$ cat src/rtl/core/issu_pkg.sv
// Types and constants of the indexed sequence store.
package issu_pkg;

    localparam int CAPACITY_DEF = 32;
    localparam int MAX_RESULTS  = 32;

    localparam int OPCODE_W  = 3;
    localparam int POS_W     = 6;
    localparam int VALUE_W   = 32;
    localparam int STATUS_W  = 2;
    localparam int LEN_W     = 6;

    localparam int IN_FIELDS_W = OPCODE_W + 2 * POS_W + VALUE_W;
    localparam int IN_TDATA_W  = ((IN_FIELDS_W + 7) / 8) * 8;
    localparam int OUT_FIELDS_W = STATUS_W + VALUE_W + LEN_W;
    localparam int OUT_TDATA_W  = ((OUT_FIELDS_W + 7) / 8) * 8;

    typedef enum logic [OPCODE_W-1:0] {
        OP_INSERT   = 3'd0,
        OP_DELETE   = 3'd1,
        OP_SWAP     = 3'd2,
        OP_READ_ALL = 3'd3,
        OP_READ_NZ  = 3'd4
    } t_op;

    typedef enum logic [STATUS_W-1:0] {
        ST_OK        = 2'd0,
        ST_BAD_INDEX = 2'd1,
        ST_FULL      = 2'd2,
        ST_EMPTY     = 2'd3
    } t_status;

    typedef enum logic [3:0] {
        S_IDLE,
        S_INS,
        S_INS_PUT,
        S_DEL,
        S_SW_A,
        S_SW_B,
        S_SW_C,
        S_RD,
        S_RD_END,
        S_DONE
    } t_state;

    typedef struct packed {
        t_status                    status;
        logic signed [VALUE_W-1:0]  element;
        logic [LEN_W-1:0]           length;
        logic                       last;
    } t_result;

endpackage

$ cat src/rtl/core/issu_ram.sv
// Generic single-port-write, single-port-read RAM with registered read data.
module issu_ram #(
    parameter int WIDTH = 32,
    parameter int DEPTH = 32
) (
    input  logic                     i_clk,
    input  logic                     i_we,
    input  logic [$clog2(DEPTH)-1:0] i_waddr,
    input  logic [WIDTH-1:0]         i_wdata,
    input  logic                     i_re,
    input  logic [$clog2(DEPTH)-1:0] i_raddr,
    output logic [WIDTH-1:0]         o_rdata
);

    logic [WIDTH-1:0] r_mem [DEPTH];
    logic [WIDTH-1:0] r_rdata;

    always_ff @(posedge i_clk) begin
        if (i_we) begin
            r_mem[i_waddr] <= i_wdata;
        end
        if (i_re) begin
            r_rdata <= r_mem[i_raddr];
        end
    end

    assign o_rdata = r_rdata;

endmodule

$ cat src/rtl/core/issu_ctrl.sv
// Sequencer: validates each operation and walks the element memory.
module issu_ctrl
    import issu_pkg::*;
#(
    parameter int CAPACITY = CAPACITY_DEF
) (
    input  logic                       i_clk,
    input  logic                       i_rst_n,
    input  logic                       i_in_valid,
    output logic                       o_in_ready,
    input  logic [OPCODE_W-1:0]        i_opcode,
    input  logic [POS_W-1:0]           i_position,
    input  logic [POS_W-1:0]           i_second_position,
    input  logic [VALUE_W-1:0]         i_value,
    output logic                       o_ram_we,
    output logic [$clog2(CAPACITY)-1:0] o_ram_waddr,
    output logic [VALUE_W-1:0]         o_ram_wdata,
    output logic                       o_ram_re,
    output logic [$clog2(CAPACITY)-1:0] o_ram_raddr,
    input  logic [VALUE_W-1:0]         i_ram_rdata,
    output logic                       o_res_valid,
    output t_result                    o_res,
    input  logic                       i_res_ready
);

    localparam int AW = $clog2(CAPACITY);
    localparam int CW = $clog2(CAPACITY + 1);
    localparam int XW = (CW > POS_W) ? CW : POS_W;
    localparam int NW = $clog2(MAX_RESULTS + 1);

    t_state               r_state, n_state;
    logic [CW-1:0]        r_count, n_count;
    logic [AW-1:0]        r_idx, n_idx;
    logic [AW-1:0]        r_idx2, n_idx2;
    logic [AW-1:0]        r_pos, n_pos;
    logic [VALUE_W-1:0]   r_value, n_value;
    logic [VALUE_W-1:0]   r_tmp, n_tmp;
    t_status              r_status, n_status;
    logic                 r_hold_valid, n_hold_valid;
    logic [VALUE_W-1:0]   r_hold, n_hold;
    logic [NW-1:0]        r_nemit, n_nemit;
    logic                 r_nz, n_nz;

    logic [XW-1:0] p_x, q_x, cnt_x, cap_x, pm1_x, qm1_x, p1_x, cm1_x, idx1_x;
    logic [NW-1:0] nemit_nxt;
    logic          keep;

    assign p_x    = XW'(i_position);
    assign q_x    = XW'(i_second_position);
    assign cnt_x  = XW'(r_count);
    assign cap_x  = XW'(CAPACITY);
    assign pm1_x  = p_x - XW'(1);
    assign qm1_x  = q_x - XW'(1);
    assign p1_x   = p_x + XW'(1);
    assign cm1_x  = cnt_x - XW'(1);
    assign idx1_x = XW'(r_idx) + XW'(1);
    assign keep   = !r_nz || (i_ram_rdata != '0);
    assign nemit_nxt = keep ? (r_nemit + NW'(1)) : r_nemit;

    always_ff @(posedge i_clk) begin
        if (!i_rst_n) begin
            r_state      <= S_IDLE;
            r_count      <= '0;
            r_hold_valid <= 1'b0;
        end else begin
            r_state      <= n_state;
            r_count      <= n_count;
            r_hold_valid <= n_hold_valid;
        end
    end

    always_ff @(posedge i_clk) begin
        r_idx    <= n_idx;
        r_idx2   <= n_idx2;
        r_pos    <= n_pos;
        r_value  <= n_value;
        r_tmp    <= n_tmp;
        r_status <= n_status;
        r_hold   <= n_hold;
        r_nemit  <= n_nemit;
        r_nz     <= n_nz;
    end

    always_comb begin
        n_state      = r_state;
        n_count      = r_count;
        n_idx        = r_idx;
        n_idx2       = r_idx2;
        n_pos        = r_pos;
        n_value      = r_value;
        n_tmp        = r_tmp;
        n_status     = r_status;
        n_hold_valid = r_hold_valid;
        n_hold       = r_hold;
        n_nemit      = r_nemit;
        n_nz         = r_nz;

        o_in_ready   = (r_state == S_IDLE);
        o_ram_we     = 1'b0;
        o_ram_waddr  = r_idx;
        o_ram_wdata  = r_value;
        o_ram_re     = 1'b0;
        o_ram_raddr  = r_idx;
        o_res_valid  = 1'b0;
        o_res.status  = r_status;
        o_res.element = '0;
        o_res.length  = LEN_W'(r_count);
        o_res.last    = 1'b1;

        case (r_state)
            S_IDLE: begin
                if (i_in_valid) begin
                    n_value      = i_value;
                    n_status     = ST_OK;
                    n_nz         = 1'b0;
                    n_hold_valid = 1'b0;
                    n_nemit      = '0;
                    n_state      = S_DONE;
                    case (t_op'(i_opcode))
                        OP_INSERT: begin
                            if (p_x > cnt_x) begin
                                n_status = ST_BAD_INDEX;
                            end else if (cnt_x >= cap_x) begin
                                n_status = ST_FULL;
                            end else if (p_x == cnt_x) begin
                                n_pos   = p_x[AW-1:0];
                                n_state = S_INS_PUT;
                            end else begin
                                o_ram_re    = 1'b1;
                                o_ram_raddr = cm1_x[AW-1:0];
                                n_idx       = cm1_x[AW-1:0];
                                n_pos       = p_x[AW-1:0];
                                n_state     = S_INS;
                            end
                        end
                        OP_DELETE: begin
                            if (p_x >= cnt_x) begin
                                n_status = ST_BAD_INDEX;
                            end else if (p_x == cm1_x) begin
                                n_count = r_count - CW'(1);
                            end else begin
                                o_ram_re    = 1'b1;
                                o_ram_raddr = p1_x[AW-1:0];
                                n_idx       = p1_x[AW-1:0];
                                n_state     = S_DEL;
                            end
                        end
                        OP_SWAP: begin
                            if (p_x == '0 || p_x > cnt_x || q_x == '0 || q_x > cnt_x) begin
                                n_status = ST_BAD_INDEX;
                            end else begin
                                o_ram_re    = 1'b1;
                                o_ram_raddr = pm1_x[AW-1:0];
                                n_idx       = pm1_x[AW-1:0];
                                n_idx2      = qm1_x[AW-1:0];
                                n_state     = S_SW_A;
                            end
                        end
                        OP_READ_ALL, OP_READ_NZ: begin
                            n_nz = (t_op'(i_opcode) == OP_READ_NZ);
                            if (r_count == '0) begin
                                n_state = S_RD_END;
                            end else begin
                                o_ram_re    = 1'b1;
                                o_ram_raddr = '0;
                                n_idx       = '0;
                                n_state     = S_RD;
                            end
                        end
                        default: begin
                            n_status = ST_OK;
                        end
                    endcase
                end
            end
            S_INS: begin
                o_ram_we    = 1'b1;
                o_ram_waddr = r_idx + AW'(1);
                o_ram_wdata = i_ram_rdata;
                if (r_idx != r_pos) begin
                    o_ram_re    = 1'b1;
                    o_ram_raddr = r_idx - AW'(1);
                    n_idx       = r_idx - AW'(1);
                end else begin
                    n_state = S_INS_PUT;
                end
            end
            S_INS_PUT: begin
                o_ram_we    = 1'b1;
                o_ram_waddr = r_pos;
                o_ram_wdata = r_value;
                n_count     = r_count + CW'(1);
                n_state     = S_DONE;
            end
            S_DEL: begin
                o_ram_we    = 1'b1;
                o_ram_waddr = r_idx - AW'(1);
                o_ram_wdata = i_ram_rdata;
                if (idx1_x < cnt_x) begin
                    o_ram_re    = 1'b1;
                    o_ram_raddr = idx1_x[AW-1:0];
                    n_idx       = idx1_x[AW-1:0];
                end else begin
                    n_count = r_count - CW'(1);
                    n_state = S_DONE;
                end
            end
            S_SW_A: begin
                n_tmp       = i_ram_rdata;
                o_ram_re    = 1'b1;
                o_ram_raddr = r_idx2;
                n_state     = S_SW_B;
            end
            S_SW_B: begin
                o_ram_we    = 1'b1;
                o_ram_waddr = r_idx;
                o_ram_wdata = i_ram_rdata;
                n_state     = S_SW_C;
            end
            S_SW_C: begin
                o_ram_we    = 1'b1;
                o_ram_waddr = r_idx2;
                o_ram_wdata = r_tmp;
                n_state     = S_DONE;
            end
            S_RD: begin
                if (!(keep && r_hold_valid && !i_res_ready)) begin
                    if (keep) begin
                        if (r_hold_valid) begin
                            o_res_valid   = 1'b1;
                            o_res.status  = ST_OK;
                            o_res.element = r_hold;
                            o_res.last    = 1'b0;
                        end
                        n_hold       = i_ram_rdata;
                        n_hold_valid = 1'b1;
                    end
                    n_nemit = nemit_nxt;
                    if (idx1_x < cnt_x && nemit_nxt < NW'(MAX_RESULTS)) begin
                        o_ram_re    = 1'b1;
                        o_ram_raddr = idx1_x[AW-1:0];
                        n_idx       = idx1_x[AW-1:0];
                    end else begin
                        n_state = S_RD_END;
                    end
                end
            end
            S_RD_END: begin
                if (i_res_ready) begin
                    o_res_valid = 1'b1;
                    if (r_hold_valid) begin
                        o_res.status  = ST_OK;
                        o_res.element = r_hold;
                    end else begin
                        o_res.status  = ST_EMPTY;
                    end
                    n_hold_valid = 1'b0;
                    n_state      = S_IDLE;
                end
            end
            S_DONE: begin
                if (i_res_ready) begin
                    o_res_valid = 1'b1;
                    n_state     = S_IDLE;
                end
            end
            default: begin
                n_state = S_IDLE;
            end
        endcase
    end

endmodule

$ cat src/rtl/core/issu_out.sv
// Output register between the sequencer and the result stream.
module issu_out
    import issu_pkg::*;
(
    input  logic                   i_clk,
    input  logic                   i_rst_n,
    input  logic                   i_res_valid,
    input  t_result                i_res,
    output logic                   o_res_ready,
    output logic                   o_m_axis_tvalid,
    input  logic                   i_m_axis_tready,
    output logic [OUT_TDATA_W-1:0] o_m_axis_tdata,
    output logic                   o_m_axis_tlast
);

    logic    r_valid, n_valid;
    t_result r_res;

    assign o_res_ready = !r_valid || i_m_axis_tready;
    assign n_valid     = i_res_valid || (r_valid && !i_m_axis_tready);

    always_ff @(posedge i_clk) begin
        if (!i_rst_n) begin
            r_valid <= 1'b0;
        end else begin
            r_valid <= n_valid;
        end
    end

    always_ff @(posedge i_clk) begin
        if (i_res_valid && o_res_ready) begin
            r_res <= i_res;
        end
    end

    assign o_m_axis_tvalid = r_valid;
    assign o_m_axis_tdata  = OUT_TDATA_W'({r_res.length, r_res.element, r_res.status});
    assign o_m_axis_tlast  = r_res.last;

endmodule

$ cat src/rtl/core/indexed_sequence_store_unit.sv
// Indexed sequence store: bounded ordered list of signed words with insert,
// delete, swap and readout operations.
//
// Input stream: one transfer per operation (opcode, position, second
// position, value). Output stream: one result per operation, or one per
// emitted word for a readout, tlast on the final one.
// The block takes one operation at a time; o_s_axis_tready is high only
// while the sequencer is idle, even when a result still waits at the output.
// All words live in one RAM with registered read data, a single read port and
// a single write port. An insert at p moves the words from the end down to p
// up by one, then writes the value; an append writes it directly. A delete at
// p moves the words above p down by one; a last-element delete only lowers the
// count. A swap reads both words and writes each to the other's place. A
// readout reads one word per cycle while the output does not stall, up to 32
// words emitted. Each result passes through the output register.
// A stalled receiver holds the output register; the walk then pauses and
// resumes without loss. Reset empties the list; RAM contents are not cleared
// since only entries below the count are ever read.
module indexed_sequence_store_unit
    import issu_pkg::*;
#(
    parameter int CAPACITY = CAPACITY_DEF
) (
    input  logic                   i_clk,
    input  logic                   i_rst_n,
    input  logic                   i_s_axis_tvalid,
    output logic                   o_s_axis_tready,
    // opcode[2:0], position[8:3], second_position[14:9], value[46:15], zero pad
    input  logic [IN_TDATA_W-1:0]  i_s_axis_tdata,
    output logic                   o_m_axis_tvalid,
    input  logic                   i_m_axis_tready,
    // status[1:0], element[33:2], length[39:34]
    output logic [OUT_TDATA_W-1:0] o_m_axis_tdata,
    output logic                   o_m_axis_tlast
);

    localparam int AW = $clog2(CAPACITY);

    logic                ram_we, ram_re;
    logic [AW-1:0]       ram_waddr, ram_raddr;
    logic [VALUE_W-1:0]  ram_wdata, ram_rdata;
    logic                res_valid, res_ready;
    t_result             res;

    issu_ctrl #(
        .CAPACITY (CAPACITY)
    ) u_ctrl (
        .i_clk             (i_clk),
        .i_rst_n           (i_rst_n),
        .i_in_valid        (i_s_axis_tvalid),
        .o_in_ready        (o_s_axis_tready),
        .i_opcode          (i_s_axis_tdata[OPCODE_W-1:0]),
        .i_position        (i_s_axis_tdata[OPCODE_W+POS_W-1:OPCODE_W]),
        .i_second_position (i_s_axis_tdata[OPCODE_W+2*POS_W-1:OPCODE_W+POS_W]),
        .i_value           (i_s_axis_tdata[IN_FIELDS_W-1:OPCODE_W+2*POS_W]),
        .o_ram_we          (ram_we),
        .o_ram_waddr       (ram_waddr),
        .o_ram_wdata       (ram_wdata),
        .o_ram_re          (ram_re),
        .o_ram_raddr       (ram_raddr),
        .i_ram_rdata       (ram_rdata),
        .o_res_valid       (res_valid),
        .o_res             (res),
        .i_res_ready       (res_ready)
    );

    issu_ram #(
        .WIDTH (VALUE_W),
        .DEPTH (CAPACITY)
    ) u_ram (
        .i_clk   (i_clk),
        .i_we    (ram_we),
        .i_waddr (ram_waddr),
        .i_wdata (ram_wdata),
        .i_re    (ram_re),
        .i_raddr (ram_raddr),
        .o_rdata (ram_rdata)
    );

    issu_out u_out (
        .i_clk           (i_clk),
        .i_rst_n         (i_rst_n),
        .i_res_valid     (res_valid),
        .i_res           (res),
        .o_res_ready     (res_ready),
        .o_m_axis_tvalid (o_m_axis_tvalid),
        .i_m_axis_tready (i_m_axis_tready),
        .o_m_axis_tdata  (o_m_axis_tdata),
        .o_m_axis_tlast  (o_m_axis_tlast)
    );

endmodule

$ cat config.mk
export PLATFORM = sky130hd
export DESIGN_NAME = indexed_sequence_store_unit
export DESIGN_NICKNAME = d
export VERILOG_FILES = /design/src/rtl/core/issu_pkg.sv /design/src/rtl/core/issu_ram.sv /design/src/rtl/core/issu_ctrl.sv /design/src/rtl/core/issu_out.sv /design/src/rtl/core/indexed_sequence_store_unit.sv
export SDC_FILE = /design/constraint.sdc
export NUM_CORES = 2
export LEC_CHECK = 0
export ABC_CLOCK_PERIOD_IN_PS = 5700
export BUFFER_PORTS_ARGS = -buffer_cell sky130_fd_sc_hd__buf_2
export CORE_ASPECT_RATIO = 0.75
export CORE_MARGIN = 5
export CORE_UTILIZATION = 60
export CTS_BUF_LIST = sky130_fd_sc_hd__clkbuf_4 sky130_fd_sc_hd__clkbuf_8 sky130_fd_sc_hd__clkbuf_16
export DETAILED_ROUTE_END_ITERATION = 7
export PLACE_DENSITY = 0.79
export SLEW_MARGIN = 20
export SYNTH_ARGS = -nofsm -noshare
export SYNTH_HDL_FRONTEND = slang
export SYNTH_SLANG_ARGS = --single-unit
$ cat constraint.sdc
create_clock -name i_clk -period 5.7 [get_ports i_clk]
set_clock_uncertainty 0.2 [all_clocks]
set_input_delay 0 -clock i_clk [delete_from_list [all_inputs] [get_ports i_clk]]
set_output_delay 0 -clock i_clk [all_outputs]
set_load 0.01 [all_outputs]
Word level (Yosys, flattened, before mapping)
Memories as Yosys holds them, arrays and structs flattened. A register that Yosys moved wholly into a read port is not among the register bits.
Cells that the tools add are included.
- bits in registers: 173
- bits in writable memories: 1024
- input bits: 52
- memories: 1
- $add $sub $neg: 9
- magnitude comparators: 6
- equality and inequality tests: 27
- muxes and demuxes: 82
- bitwise gates (word level): 6
- reductions and logical operators: 39
- memory list (name ; words ; width ; rd ports ; clocked after memory_dff ; write ports ; line ; RTL):
    u_ram.r_mem ; 32 ; 32 ; 1 ; 1 ; 1 ; issu_ram.sv:15 ; logic [WIDTH-1:0] r_mem [DEPTH];
- operators by type and width (cell ; count):
    $mux W34 ; 4
    $pmux W34 S2 ; 1
    $pmux W32 S2 ; 1
    $mux W5 ; 12
    $pmux W5 S4 ; 3
    $mux W4 ; 12
    $mux W6 ; 8
    $mux W32 ; 1
    $pmux W4 S8 ; 1
    $reduce_bool A32 Y1 ; 1
    $mux W1 ; 26
    $pmux W5 S5 ; 1
    $logic_not A6 Y1 ; 3
    $pmux W6 S3 ; 1
    $eq A4 B3 Y1 const B ; 4
    $pmux W4 S4 ; 1
    $sub A5 B1 Y5 const B ; 3
    $add A6 B1 Y6 const B ; 2
    $eq A6 B6 Y1 ; 2
    $gt A6 B6 Y1 ; 2
    $ne A2 B2 Y1 const B ; 6
    $pmux W6 S2 ; 1
    $reduce_and A6 Y1 ; 2
    $add A5 B1 Y5 const B ; 2
    other kinds (36) ; 69

Longest topological paths before layout
- depth after elaboration: 8
- gate-level depth with buffers: 20

By module
A second synthesis with hierarchy kept.
- cells, all modules: 3028
- area total of the unflattened synthesis: 49535.0 µm²
- modules (own cells, without submodules) (module ; instances ; cells an instance ; area an instance (µm²) ; seq. area each (µm²)):
    issu_ram ; 1 ; 2260 ; 40812.9 ; 31710.4
    issu_ctrl ; 1 ; 722 ; 7433.4 ; 3823.7
    issu_out ; 1 ; 46 ; 1288.7 ; 1251.2

Worst setup path before layout
OpenSTA, ideal clock, no wires.
- path type: register -> register
- start: register u_ctrl.r_count[5] (netlist: u_ctrl.cnt_x[5])
- end: register u_ram.r_rdata[0] (netlist: u_ram.o_rdata[0]) (read register of u_ram.r_mem), enable pin
- library setup time: 0.466 ns
- arrival: 4.396 ns
- data required time: 5.034 ns
- setup slack: 0.638 ns
- cell stages (with the launch flop): 10
- path buffers: 0
- period minus slack after synthesis: 5.062 ns
- cell sequence: dfxtp_1 -> clkinv_1 -> ha_1 -> and3_1 -> a221o_1 -> a211oi_1 -> nand3_1 -> nand2_1 -> nor3_1 -> o21ai_0
- longest elaborated chain between the ends: 8
- RTL lines (item ; line ; RTL):
    start, declared ; issu_ctrl.sv:32 ; logic [CW-1:0] r_count, n_count;
    start signal, assigned ; issu_ctrl.sv:67 ; r_count <= n_count;
    branches (longest 7 deep; another with $sub A6 B1 Y6) ; n/a ;
    $pmux W1 S5 (*) ; issu_ctrl.sv:110 ; case (r_state)
    via ram_re ; indexed_sequence_store_unit.sv:39 ; logic ram_we, ram_re;
    end, declared ; issu_ram.sv:16 ; logic [WIDTH-1:0] r_rdata;
Mark *: on every way through the listed nets, which the timed path passes.
A chain may end at the register's enable or synchronous reset.

Final worst setup path
- start: register u_ram.r_rdata[2] (netlist: u_ram.o_rdata[2]) (read register of u_ram.r_mem)
- end: register u_ram.r_rdata[13] (netlist: u_ram.o_rdata[13]) (read register of u_ram.r_mem) (data pin)
- longest elaborated chain between the ends: 8
- RTL lines (item ; line ; RTL):
    $reduce_bool A32 Y1 (*) ; issu_ctrl.sv:57 ; assign keep = !r_nz || (i_ram_rdata != '0);
    $logic_or A1 B1 Y1 (*) ; issu_ctrl.sv:57 ;
    $mux W6 ; issu_ctrl.sv:58 ; assign nemit_nxt = keep ? (r_nemit + NW'(1)) : r_nemit;
    $lt A6 B6 Y1 ; issu_ctrl.sv:239 ; if (idx1_x < cnt_x && nemit_nxt < NW'(MAX_RESULTS)) begin
    $logic_and A1 B1 Y1 ; issu_ctrl.sv:239 ;
    $mux W5 / $mux W1 (equally long branches) (2 in series) ; n/a ;
    $pmux W5 S5 / $pmux W1 S5 (equally long branches) ; issu_ctrl.sv:110 ;
Every way passes the cells marked *; elsewhere a longest branch is shown, timed or not.

==> summary.txt <==
Floorplan
  • Boundary pin count: 95
  • DIE HEIGHT: 260 um
  • Die area: 0.0894 mm^2
  • Chip Width: about 340 um
  • Core box area: 0.0824 mm^2
  • Row count: 91
  • Starting Density: 0.607

Layout
  • Post-route core utilization: 0.695
  • Post-route cell area: between 0.05 and 0.06 mm^2
  • FILL cells: 5231
  • Flip-flop and latch area: 0.0368 mm^2
  • Layout cell share with drive strength beyond 1: 0.142
  • Multi-input logic area: 0.0125 mm^2
  • Final nets: around 3600
  • Synth-to-Final Area Change: 14.5%

Global routing
  • Final global-route overflow total: 0
  • First-pass GRT wire length: 210 mm
  • Vias in the first global route: 31300
  • Initial antenna violation count: 4
  • Total track usage: 0.323
  • Largest net degree at the start of global routing: 111

Pwr
  • Power Density: 636 mW/mm^2
  • LEAKAGE: 0.0195 uW
  • Flop pwr share: 0.352
  • Total power: 36400 uW
  • Maximum vdd drop: 0.000849 V
  • Comb power frac: 0.451
  • Clk pwr share: 0.197
  • Internal Power: 21500 uW
  • Net Switching: 14900 uW
  • Switching Fraction: 0.410

Worst setup path
  • Crit path DAT: 5.80 ns
  • CP Launch Type: register
  • Crit. End Element: register
  • Reg2reg setup slack: 0.13 ns
  • Crit path kind: reg -> reg
  • Crit path max fanout: 47
  • Crit path cell chain: nor4_1 -> and4_1 -> and3_1 -> nor2_1 -> nor4_4 -> a211oi_2 -> buf_4 -> and3_4 -> nand2_8 -> buf_12 -> buf_12 -> mux2i_1 -> o21ai_0 -> o2111ai_1 -> nor2_1
  • CP max stage delay: about 0.72 ns
  • Crit path required time: 5.93 ns
  • Crit-path slowest cell: nor4_1

Logic synthesis
  • Synthesized area per cell: 15.3 um^2
  • YS warnings: 0
  • Synthesized instance count: roughly 3300
  • Main synth FF type: edfxtp_1
  • Syn Nets: roughly 3300
  • Biggest area consumer among synthesized cells: edfxtp_1
  • #FFs+latches synth: 1229
  • Top area cells in the synthesized netlist: edfxtp_1, a211oi_1, and3_1
  • Mapped cell area: 0.0501 mm^2
  • Top cell type's share of synthesized area: 0.730
  • Number of enable flip-flop cells after synthesis: 1217
  • Synth unique cells: 79
  • Ys async rst share: 0
  • Sequential cell area fraction in the yosys report: 0.735

Routing
  • Total number of vias: 32600
  • DR DRC count: 0
  • Final antenna-violating net count: 0
  • Top Layer Used: met5
  • Met3 routed WL: 21.1 mm
  • WL/cell: ~31 um
  • Vias per cell: 6.93
  • Pre-Repair DR Iteration Count: 8
  • M1 WL: about 55 mm
  • First DRT Iteration DRCs: 5224
  • Total Wirelength: roughly 150 mm
  • Metal2 WL: around 65 mm

Placed design
  • Dpl ws: -0.125 ns
  • Post-DP HPWL: 83.2 mm
  • Placed inst area: 0.0528 mm^2
  • I/O Buffers: a little over 90
  • Gpl congestion: 1.01

STA
  • Period utilisation layout: 0.977
  • Worst setup margin: between 0.1 and 0.15 ns
  • Fmax: 180 MHz
  • Final Slew Violations: 0
  • Setup violations, final: 0
  • RSZ-0062 raised after global routing: false
  • Fin crit period: ~5.6 ns
  • Worst-Margin Slew: roughly 1.2 ns
  • Fin Setup TNS: 0 ns
  • Endpoints failing hold: 0
  • Rel. slew slack: 0.216

Clocking
  • CTS tree: yes
  • Sink Count: 1229
  • CTS Buffer Depth: 3
  • CTS buffer count: 110
  • Clk slew on worst S/H paths: 0.06 ns
  • H-Tree Depth: 3
  • Clock latency on the worst-skew pair: 0.71 ns
  • CTS root buffer: clkbuf_16

Flow run
  • Max cap viols: 0

Run status
  • Outcome: finished, final reports clean

Min path
  • Hold Crit Class: in -> reg
## state kept, by name (all words and copies together), names as in the netlist, 4 cells and up
signal                count
u_ctrl.r_pos              5
u_ram.r_mem            1024
u_ctrl.r_idx2             5
u_ctrl.r_state            4
u_ctrl.r_idx              5
u_ctrl.r_nemit            6
u_ctrl.r_hold            32
u_ram.o_rdata            32
u_ctrl.r_tmp             32
u_ctrl.cnt_x              6
u_out.o_m_axis_tdata     40
u_ctrl.r_value           32
## layer usage
metal  GRT usage  up-vias
li1            -    13500
met1       0.458    16200
met2       0.483     2454
met3      0.0982      406
met4       0.112        2
met5           0        -
## cell usage after synthesis (21+ instances only)
cell	n
edfxtp_1	1217
a211oi_1	263
and3_1	262
nand2_1	190
a22oi_1	135
clkbuf_1	129
mux2i_1	129
nor2_1	112
o21bai_1	95
o21ai_0	87
buf_2	73
o211ai_1	71
o2111ai_1	64
and2_1	43
nand4_1	41
a21oi_1	37
ha_1	27
nand3_1	25
nor3_1	21
## final timing paths
check                    startpoint                  endpoint  cells past startpoint
setup / recovery   u_ram.o_rdata[2]         u_ram.o_rdata[13]                     15
hold / removal    i_s_axis_tdata[5]           u_ctrl.r_pos[2]                      2
setup reg to reg   u_ram.o_rdata[2]         u_ram.o_rdata[13]                     15
hold reg to reg   u_ctrl.r_hold[17]  u_out.o_m_axis_tdata[19]                      1
## per-stage QoR
step | hold WS, ns | instances
6_report | 0.0460 | 4702
5_1_grt | 0.0470 | 4696
4_1_cts | 0.00315 | 4693
3_5_place_dp | -0.0213 | 4403
3_3_place_gp | -0.0219 | 4402
2_1_floorplan | -0.101 | 3269
## power by group through the flow
stage	sequential [uW]	combinational [uW]	clock, uW
2_1_floorplan	12800	9840	0
6_report	12800	16400	7160
5_1_grt	12900	17300	7590
4_1_cts	12800	15900	7210
3_5_place_dp	13000	15800	0
3_3_place_gp	12900	15200	0
## placed cells by master, fill, tap and decap left out, drive strengths merged, types with 11 or more instances in the layout
cell and n:
o211ai 72, nand3 26, mux2i 129, nor2 113, dlygate4sd3 94, and3 262
nand2b 12, a21oi 38, and2 43, inv 24, o21ai 98, a211oi 266
xor2 12, o2111ai 64, a22oi 135, nor3 24, dfxtp 12, edfxtp 1217
ha 27, clkinv 50, buf 255, xnor2 14, nand4 41, nor4 11
o21bai 95, clkbuf 135, nand2 191
## cells by family (layout without fill, tap and decap cells)
logic type | after synthesis | count (layout) | share of synthesized area
buffers and inverters | 256 | 566 | 0.0243
flip-flops | 1229 | 1229 | 0.735
other | 0 | 7 | 0
adder cells (fa/ha/maj) | 27 | 27 | 0.00675
XOR/XNOR | 26 | 26 | 0.00455
AND/OR/NAND/NOR | 763 | 763 | 0.0808
multiplexers | 130 | 130 | 0.0260
AO/OA/AOI/OAI | 838 | 838 | 0.123
## layout make-up
type | instances | share of cell area
timing repair buffer | 349 | 0.0542
multi-input combinational | 1784 | 0.218
tap | 1116 | 0.0244
clock inverter | 61 | 0.00843
clock buffer | 135 | 0.0519
sequential | 1229 | 0.642
inverter | 21 | 0.00138
antenna | 7 | 0.000306
## what timing repair did
item	in CTS	in global routing
pin swaps	0	1
endpoints found under the setup margin	23	21
setup buffers	0	2
resized for setup	1	1
hold buffers	94	0
hold endpoints to repair	75	0
## critical path, delay by kind of cell (launching register included)
kind            cells  cell delay [ns]
compound gates      3             0.64
buf+inv             3             0.70
flops               1             0.45
mux                 1             0.25
simple gates        8             2.99
Power figures use the tool's default switching activity.
